<file path="config.mk">
export PLATFORM = sky130hd
export DESIGN_NAME = fading_overlay_alpha_blend_core
export DESIGN_NICKNAME = d
export VERILOG_FILES = /design/src/design/fobl_pkg.sv /design/src/design/fobl_env.sv /design/src/design/fading_overlay_alpha_blend_core.sv
export SDC_FILE = /design/constraint.sdc
export NUM_CORES = 2
export LEC_CHECK = 0
export BUFFER_PORTS_ARGS = -buffer_cell sky130_fd_sc_hd__buf_2
export CORE_MARGIN = 2
export CORE_UTILIZATION = 64
export CTS_CLUSTER_DIAMETER = 150
export DETAILED_ROUTE_END_ITERATION = 8
export GPL_ROUTABILITY_DRIVEN = 0
export GPL_TIMING_DRIVEN = 0
export PLACE_DENSITY = 0.82
export SLEW_MARGIN = 25
export SYNTH_ARGS = -nofsm -noshare
export SYNTH_HDL_FRONTEND = slang
export SYNTH_SLANG_ARGS = --single-unit
</file>
<file path="constraint.sdc">
create_clock -name clk -period 6.4 [get_ports clk]
set_clock_uncertainty 0.15 [all_clocks]
set_input_delay 1.28 -clock clk [delete_from_list [all_inputs] [get_ports clk]]
set_output_delay 1.28 -clock clk [all_outputs]
set_load 0.03 [all_outputs]
</file>
<file path="src/design/fobl_pkg.sv">
// Shared types and helpers for the fading overlay alpha blend core.
// Holds the pixel and result word structs, envelope info and the divide-by-255 helper.
// No dependencies.
package fobl_pkg;

  typedef struct packed {
    logic [7:0] screen_blue;
    logic [7:0] screen_green;
    logic [7:0] screen_red;
    logic [7:0] overlay_alpha;
    logic [7:0] overlay_blue;
    logic [7:0] overlay_green;
    logic [7:0] overlay_red;
  } pixel_t;

  typedef struct packed {
    logic [7:0] out_blue;
    logic [7:0] out_green;
    logic [7:0] out_red;
    logic       overlay_active;
  } result_t;

  // Frame-level fade envelope as seen by the pixel pipeline
  typedef struct packed {
    logic       active;
    logic [7:0] env;
  } env_t;

  // Register indexes (byte address / 4)
  localparam logic [1:0] REG_ELAPSED    = 2'd0;
  localparam logic [1:0] REG_LINE_START = 2'd1;
  localparam logic [1:0] REG_LINE_END   = 2'd2;

  // Exact floor(x / 255) for x up to 255*255
  function automatic logic [7:0] div255(input logic [15:0] x);
    logic [16:0] s;
    s = {1'b0, x} + 17'd1 + {9'b0, x[15:8]};
    return s[15:8];
  endfunction

endpackage

</file>
<file path="src/design/fobl_env.sv">
// Fade envelope sequencer: derives the 0..255 envelope from the time registers.
// Recomputes after reset and after each register write, with a reciprocal multiply on a ramp.
// Depends on fobl_pkg.
module fobl_env
  import fobl_pkg::*;
#(
  parameter int FADE_MS = 1000
) (
  input  logic        clk,
  input  logic        rst,
  input  logic        kick,
  input  logic [31:0] elapsed,
  input  logic [31:0] line_start,
  input  logic [31:0] line_end,
  output env_t        info,
  output logic        busy
);

  localparam int FADE_W  = $clog2(FADE_MS + 1);
  localparam int NUM_W   = FADE_W + 8;
  // floor(num / FADE_MS) as (num * RECIP) >> SHIFT, exact for num up to 255 * FADE_MS
  localparam int RECIP_W = FADE_W + 10;
  localparam int SHIFT   = 2 * FADE_W + 8;
  localparam int PROD_W  = NUM_W + RECIP_W;

  localparam logic signed [32:0] FADE_S = 33'(FADE_MS);
  localparam logic [63:0]        SCALE  = 64'd1 << SHIFT;
  localparam logic [RECIP_W-1:0] RECIP  =
    RECIP_W'((SCALE + 64'(FADE_MS) - 64'd1) / 64'(FADE_MS));

  localparam logic [1:0] ST_IDLE = 2'd0;
  localparam logic [1:0] ST_CALC = 2'd1;
  localparam logic [1:0] ST_SEL  = 2'd2;
  localparam logic [1:0] ST_DIV  = 2'd3;

  logic [1:0]        state;
  logic signed [32:0] diff_ts;
  logic signed [32:0] diff_et;
  logic [NUM_W-1:0]  dividend;

  logic              ramp_up;
  logic              full;
  logic              ramp_down;
  logic [FADE_W-1:0] span;
  logic [NUM_W-1:0]  num;
  logic [PROD_W-1:0] product;

  always_comb begin
    ramp_up   = diff_ts < FADE_S;
    full      = !ramp_up && (diff_et > FADE_S);
    ramp_down = !ramp_up && !full && (diff_et > 33'sd0);
    // Before the start the ramp-up would go negative: clamp to zero
    if (ramp_up) begin
      span = diff_ts[32] ? '0 : diff_ts[FADE_W-1:0];
    end else begin
      span = diff_et[FADE_W-1:0];
    end
    num     = {span, 8'b0} - {8'b0, span};
    product = PROD_W'(dividend) * PROD_W'(RECIP);
  end

  always_ff @(posedge clk) begin
    if (rst) begin
      state       <= ST_CALC;
      info.active <= 1'b0;
      info.env    <= 8'd0;
    end else if (kick) begin
      state <= ST_CALC;
    end else begin
      case (state)
        ST_CALC: begin
          diff_ts <= $signed({1'b0, elapsed}) - $signed({1'b0, line_start});
          diff_et <= $signed({1'b0, line_end}) - $signed({1'b0, elapsed});
          state   <= ST_SEL;
        end
        ST_SEL: begin
          if (ramp_up || ramp_down) begin
            dividend <= num;
            state    <= ST_DIV;
          end else begin
            info.active <= full;
            info.env    <= full ? 8'd255 : 8'd0;
            state       <= ST_IDLE;
          end
        end
        ST_DIV: begin
          info.active <= 1'b1;
          info.env    <= product[SHIFT +: 8];
          state       <= ST_IDLE;
        end
        default: begin
          state <= ST_IDLE;
        end
      endcase
    end
  end

  assign busy = state != ST_IDLE;

endmodule

</file>
<file path="src/design/fading_overlay_alpha_blend_core.sv">
// Top level of the fading overlay alpha blend core: APB registers and pixel pipeline.
// Depends on fobl_pkg and fobl_env.
//
// One pixel word per clock: a word is taken at each edge where start is high and busy is
// low, and its result appears on result with done high at the end of the pipeline; the
// receiver cannot stall, so the four-stage pixel pipeline (alpha product, alpha scaling,
// channel products, sum and divide by 255) never holds. busy is high only while the fade
// envelope is recomputed, after reset and after every register write: the times are
// subtracted and compared (states CALC and SEL), and on a ramp a further state (DIV) scales
// the offset by 255/FADE_MS with a reciprocal multiply.
module fading_overlay_alpha_blend_core
  import fobl_pkg::*;
#(
  parameter int FADE_MS = 1000
) (
  input  logic        clk,
  input  logic        rst,
  input  logic        start,
  output logic        busy,
  input  pixel_t      pixel,
  output logic        done,
  output result_t     result,
  input  logic        psel,
  input  logic        penable,
  input  logic        pwrite,
  input  logic [3:0]  paddr,
  input  logic [31:0] pwdata,
  output logic [31:0] prdata,
  output logic        pready
);

  logic [31:0] elapsed;
  logic [31:0] line_start;
  logic [31:0] line_end;
  logic        cfg_write;
  env_t        info;

  assign pready    = 1'b1;
  assign cfg_write = psel && penable && pwrite;

  always_ff @(posedge clk) begin
    if (rst) begin
      elapsed    <= '0;
      line_start <= '0;
      line_end   <= '0;
    end else if (cfg_write) begin
      case (paddr[3:2])
        REG_ELAPSED:    elapsed    <= pwdata;
        REG_LINE_START: line_start <= pwdata;
        REG_LINE_END:   line_end   <= pwdata;
        default: ;
      endcase
    end
  end

  always_comb begin
    case (paddr[3:2])
      REG_ELAPSED:    prdata = elapsed;
      REG_LINE_START: prdata = line_start;
      REG_LINE_END:   prdata = line_end;
      default:        prdata = '0;
    endcase
  end

  fobl_env #(
    .FADE_MS(FADE_MS)
  ) u_env (
    .clk       (clk),
    .rst       (rst),
    .kick      (cfg_write),
    .elapsed   (elapsed),
    .line_start(line_start),
    .line_end  (line_end),
    .info      (info),
    .busy      (busy)
  );

  // Pixel pipeline; a passed pixel has envelope 0, so the blend returns the screen as is
  logic        v1, v2, v3, v4;
  pixel_t      pix1, pix2;
  logic        act1, act2, act3;
  logic [15:0] alpha_prod;
  logic [7:0]  alpha;
  logic [15:0] ps_b, ps_g, ps_r;
  logic [15:0] po_b, po_g, po_r;
  logic [7:0]  inv_alpha;

  assign inv_alpha = 8'd255 - alpha;

  always_ff @(posedge clk) begin
    if (rst) begin
      v1 <= 1'b0;
      v2 <= 1'b0;
      v3 <= 1'b0;
      v4 <= 1'b0;
    end else begin
      v1 <= start && !busy;
      v2 <= v1;
      v3 <= v2;
      v4 <= v3;
    end
  end

  always_ff @(posedge clk) begin
    pix1       <= pixel;
    act1       <= info.active;
    alpha_prod <= pixel.overlay_alpha * info.env;

    pix2  <= pix1;
    act2  <= act1;
    alpha <= div255(alpha_prod);

    act3 <= act2;
    ps_b <= pix2.screen_blue * inv_alpha;
    ps_g <= pix2.screen_green * inv_alpha;
    ps_r <= pix2.screen_red * inv_alpha;
    po_b <= pix2.overlay_blue * alpha;
    po_g <= pix2.overlay_green * alpha;
    po_r <= pix2.overlay_red * alpha;

    result.out_blue       <= div255(ps_b + po_b);
    result.out_green      <= div255(ps_g + po_g);
    result.out_red        <= div255(ps_r + po_r);
    result.overlay_active <= act3;
  end

  assign done = v4;

endmodule

</file>
# Word-level counts from Yosys, hierarchy flattened
# Cells that the tools add are included.
[classes]
order_cmp = 3
add_sub_neg = 15
eq_ne = 6
bitwise_logic = 2
n_reduce_logical = 20
multipliers = 8
n_mux = 8
[op_table]
columns = ["cell", "count"]
rows = [
  ["multiplier 8 x 8 -> 16 bit", 7],
  ["case mux 32 bit (3 select lines)", 1],
  ["subtractor 32 x 32 -> 33 bit", 2],
  ["adder 16 x 1 -> 16 bit (second input constant)", 4],
  ["adder 16 x 8 -> 16 bit", 4],
  ["adder 16 bit", 3],
  ["multiplier 18 x 17 -> 34 bit (second input constant)", 1],
  ["> comparator 33 x 1 -> 1 bit (second input constant)", 1],
  ["> comparator 33 x 11 -> 1 bit (second input constant)", 1],
  ["less-than comparator 33 x 11 -> 1 bit (second input constant)", 1],
  ["two-way mux 10 bit", 2],
  ["case mux 9 bit (2 select lines)", 1],
  ["subtractor 18 x 10 -> 18 bit", 1],
  ["two-way mux 9 bit", 1],
  ["two-way mux 8 bit", 1],
  ["subtractor 8 bit (first input constant)", 1],
  ["equality test 2 bit (second input constant)", 3],
  ["logical AND 1 bit", 6],
  ["AND reduction 2 bit", 3],
  ["AND reduction 3 bit", 2],
  ["equality test 2 x 1 -> 1 bit (second input constant)", 2],
  ["case mux 2 bit (2 select lines)", 1],
  ["AND reduction 4 bit", 1],
  ["nonzero test 2 bit", 2],
  ["other kinds (7)", 10],
]
[word_totals]
ff_bits = 439
word_cells = 102
output_inout_bits = 60
inputBits = 98

# Depth between registers and ports, before layout
[depth]
ltp_word = 9
mapped_depth = 20
mapped_depth_nobuf = 20

# Cells and area by module
# From an unflattened synthesis, not the netlist that was laid out.
[unflattened]
cells_unflattened = 4091
area_unflattened_um2 = 37726.2
[by_module_without_submodules]
columns = ["module", "instances", "cells_each", "area_each_um2", "seq_area_each_um2"]
rows = [
  ["fading_overlay_alpha_blend_core", 1, 2954, 26934.6, 6886.6],
  ["fobl_env", 1, 1137, 10791.6, 2742.6],
]

# Least setup slack after synthesis
# Ideal clock, no wire load.
[synth_timing]
path_kind = "register -> register"
from = "register u_env.dividend[7]"
to = "register, netlist name u_env.info[4]"
t_required_ns = 6.155
setup_time_ns = 0.095
synth_period_minus_slack_ns = 5.195
stages_incl_launch_ff = 18
path_buffers = 0
path_slack_ns = 1.205
arrival_time_ns = 4.950
path_cell_list = "edfxtp_1 -> ha_1 -> ha_1 -> fa_1 -> fa_1 -> fa_1 -> inv_1 -> fa_1 -> inv_1 -> ha_1 -> and4_1 -> a221oi_1 -> o32ai_1 -> o211ai_1 -> a21boi_0 -> o21ai_0 -> a211o_1 -> o311ai_1"
[synth_between]
elab_chain_len = 2
[synth_rtl]
columns = ["element", "line", "source"]
rows = [
  ["start: declaration", "fobl_env.sv:39", "logic [NUM_W-1:0] dividend;"],
  ["start signal: assignment", "fobl_env.sv:78", "dividend <= num;"],
  ["multiplier 18 x 17 -> 34 bit", "fobl_env.sv:59", "product = PROD_W'(dividend) * PROD_W'(RECIP);"],
  ["case mux 9 bit (2 select lines)", "fobl_env.sv:70", "case (state)"],
]
# Every way passes these cells.
# A chain may end at the register's enable or synchronous reset.

# Worst setup path in the final report
[layout_timing]
from = "register u_env.dividend[7]"
to = "register, netlist name u_env.info[4]"
[layout_between]
elab_chain_len = 2
[layout_rtl]
columns = ["element", "line"]
rows = [
  ["multiplier 18 x 17 -> 34 bit", "fobl_env.sv:59"],
  ["case mux 9 bit (2 select lines)", "fobl_env.sv:70"],
]
# Every way passes these cells.

==> metrics.txt <==
static leakage=19.4 nW; core area=56700 um^2; post-place setup slack=0.366 ns; WHS Endpoint=pix2[17]; die area=59500 um^2; top_reg_cell synth=dfxtp_1; Slew Viols, Final=0; clk slew on worst S/H paths=0.06 ns; CP required=6.76 ns; Layout area overhead=9.39%; Max Freq=164 MHz; r2r startpoint=u_env.dividend[7]; placed cell areas=38600 um^2; final-layout fill cell count=4202; Yosys cell types=89; total negative slack=0 ns; port bufs=150; Register-to-Register Setup Slack=0.29 ns; cts repair resizes=0; crit end category=flip-flop; CTS HTree Levels=2; Synth warnings=0; Syn Inst Count=3981; Avg Inst Size Synth=9.26 um^2; Via-to-Cell Ratio=5.56; Yosys reg bits=439; Post-route DRC=0; CTS Buffer Depth=3; relative slew slack=0.398; hold_sp=pix1[17]; RSZ-0062 raised after global routing=no; largest net degree at the start of global routing=58; Worst Max-Slew Pin Slew=0.902 ns; global-route wire length before repair=136000 um; final setup fails=0; drt total wl=81900 um; Finished Cell Area=40300 um^2; Hold WS=0.173 ns; Layout Nets=5125; area of the mapped netlist=36900 um^2; Pre-antenna DRT Iters=5; maximum vdd ir drop=447 uV; Setup CP Type=reg2reg; Post-synth EDFFs=84; status=complete, no violations; r2r endpoint=u_env.info[4]; Register-to-Register Path Depth=17; I/O pins=158; post-synthesis sequential area ratio=0.261; total track usage=0.281; Routed WL per cell=16.4 um; crit-path max FO=6; die width=244 um; pwr dens=422 nW/um^2; Final WS setup=0.287 ns; clock sinks=439; DR vias=27700; Num CTS Buffers=49; fraction of registers with async set/reset=0; DP Cell Count=4889; Final Hold Viols=0; Die H=244 um; clock latency on the worst-skew pair=0.60 ns; num rows=87; CTS tree=yes; min Tclk post-route=6.11 ns; worst path arrival time=6.47 ns; share of layout cells above drive strength 1=0.0666; vias in the first global route=28200; Post-CTS Setup Bufs=0; GRT Residual Overflow=0; clk root buf=clkbuf_16; Critical Path Source Type=flip-flop; HPWL after detailed placement=64900 um; post-route ant nets=0; hold path depth=0; initial core utilization=0.650; drt initial violations=1562; worst min path class=reg2reg; final cycle utilization of the critical path=0.955; hold_buf cts=0; syn_nets=4922; final non-filler cell total=4979; initial antenna violation count=4; # Max-Cap Violations=0
stage by stage:
stage | total power, mW | utilization
after floorplan | 11.7 | -
after global placement | 13.7 | 0.680
after detailed placement | 14.0 | 0.681
after CTS | 17.1 | 0.711
after global routing | 18.7 | 0.711
final | 17.0 | 0.711
kinds of logic after synthesis:
kind of cell,share of synthesized area
XOR/XNOR,0.0478
adder cells (fa/ha/maj),0.348
AO/OA/AOI/OAI,0.104
flip-flops,0.261
buffers and inverters,0.0688
AND/OR/NAND/NOR,0.158
multiplexers,0.0119
other,0.000102
Yosys cell counts (all sizes together), types with 61 or more instances:
library cell	count	area share
a21o	61	0.012
a21oi	227	0.031
and2	135	0.023
clkbuf	91	0.0093
dfxtp	355	0.19
edfxtp	84	0.068
fa	303	0.16
ha	540	0.18
inv	566	0.058
nand2	451	0.046
nand2b	106	0.018
nor2	166	0.017
nor2b	142	0.024
o21ai	118	0.016
xnor2	138	0.033
xor2	63	0.015
worst max-delay path: stages (launching register included):
cell and delay [ns]:
edfxtp_1 0.57, ha_1 0.38, ha_1 0.23, fa_1 0.55, fa_1 0.44, fa_1 0.55, inv_1 0.06, fa_1 0.53
inv_1 0.04, ha_1 0.30, and4_1 0.25, a221oi_1 0.13, o32ai_1 0.55, o211ai_1 0.17, a21boi_0 0.46, o21ai_0 0.26
a211o_1 0.33, o311ai_1 0.07
cell type report:
class                      count  area [um^2]  area share
sequential                   439         9630       0.239
buffer                       103          412      0.0102
timing repair buffer         152          786      0.0195
tap                          756          946      0.0235
multi-input combinational   2873        24700       0.613
clock buffer                  67         1460      0.0362
clock inverter                21          256     0.00636
antenna                        2         5.00    0.000124
inverter                     566         2120      0.0527
flip-flops by register name, summed over array words and instances, names as in the netlist, 18 cells and up:
signal and flops:
line_start 32, line_end 32, pix2 48, elapsed 32
u_env.diff_ts 33, u_env.diff_et 33, result 25, u_env.dividend 18
pix1 48
where the power goes:
group,switching (mW),internal [mW],leakage (nW)
sequential,0.255,3.47,3.73
combinational,5.78,4.53,14.9
clock,1.19,1.80,0.852
placed cells by master, fill, tap and decap left out, drive strengths merged, types with 61 or more instances in the layout:
cell    count
buf       164
ha        540
inv       572
nor2b     142
and2      135
nand2     451
a21oi     227
dfxtp     355
xnor2     138
edfxtp     84
clkbuf    158
o21ai     118
fa        303
nor2      166
a21o       61
nand2b    106
xor2       63
layer usage:
metal | vias up | global-route usage | part of all wire
met2 | 766 | 0.502 | 0.50
met4 | 2 | 0.134 | 0.049
li1 | 13500 | - | -
met5 | - | 0 | 0.00018
met1 | 13200 | 0.333 | 0.40
met3 | 230 | 0.0395 | 0.050
worst max path at each step:
stage | start | to | slack (ns) | cells after the start
after detailed placement | u_env.dividend[7] | u_env.info[4] | 0.37 | 17
after CTS | u_env.dividend[7] | u_env.info[4] | 0.34 | 17
after global routing | u_env.dividend[7] | u_env.info[4] | 0.1 | 19
after floorplan | u_env.dividend[7] | u_env.info[4] | 1.20 | 17
after global placement | u_env.dividend[7] | u_env.info[4] | 0.42 | 17
final | u_env.dividend[7] | u_env.info[4] | 0.29 | 17
Note: power is estimated with default switching activity, not from simulation.
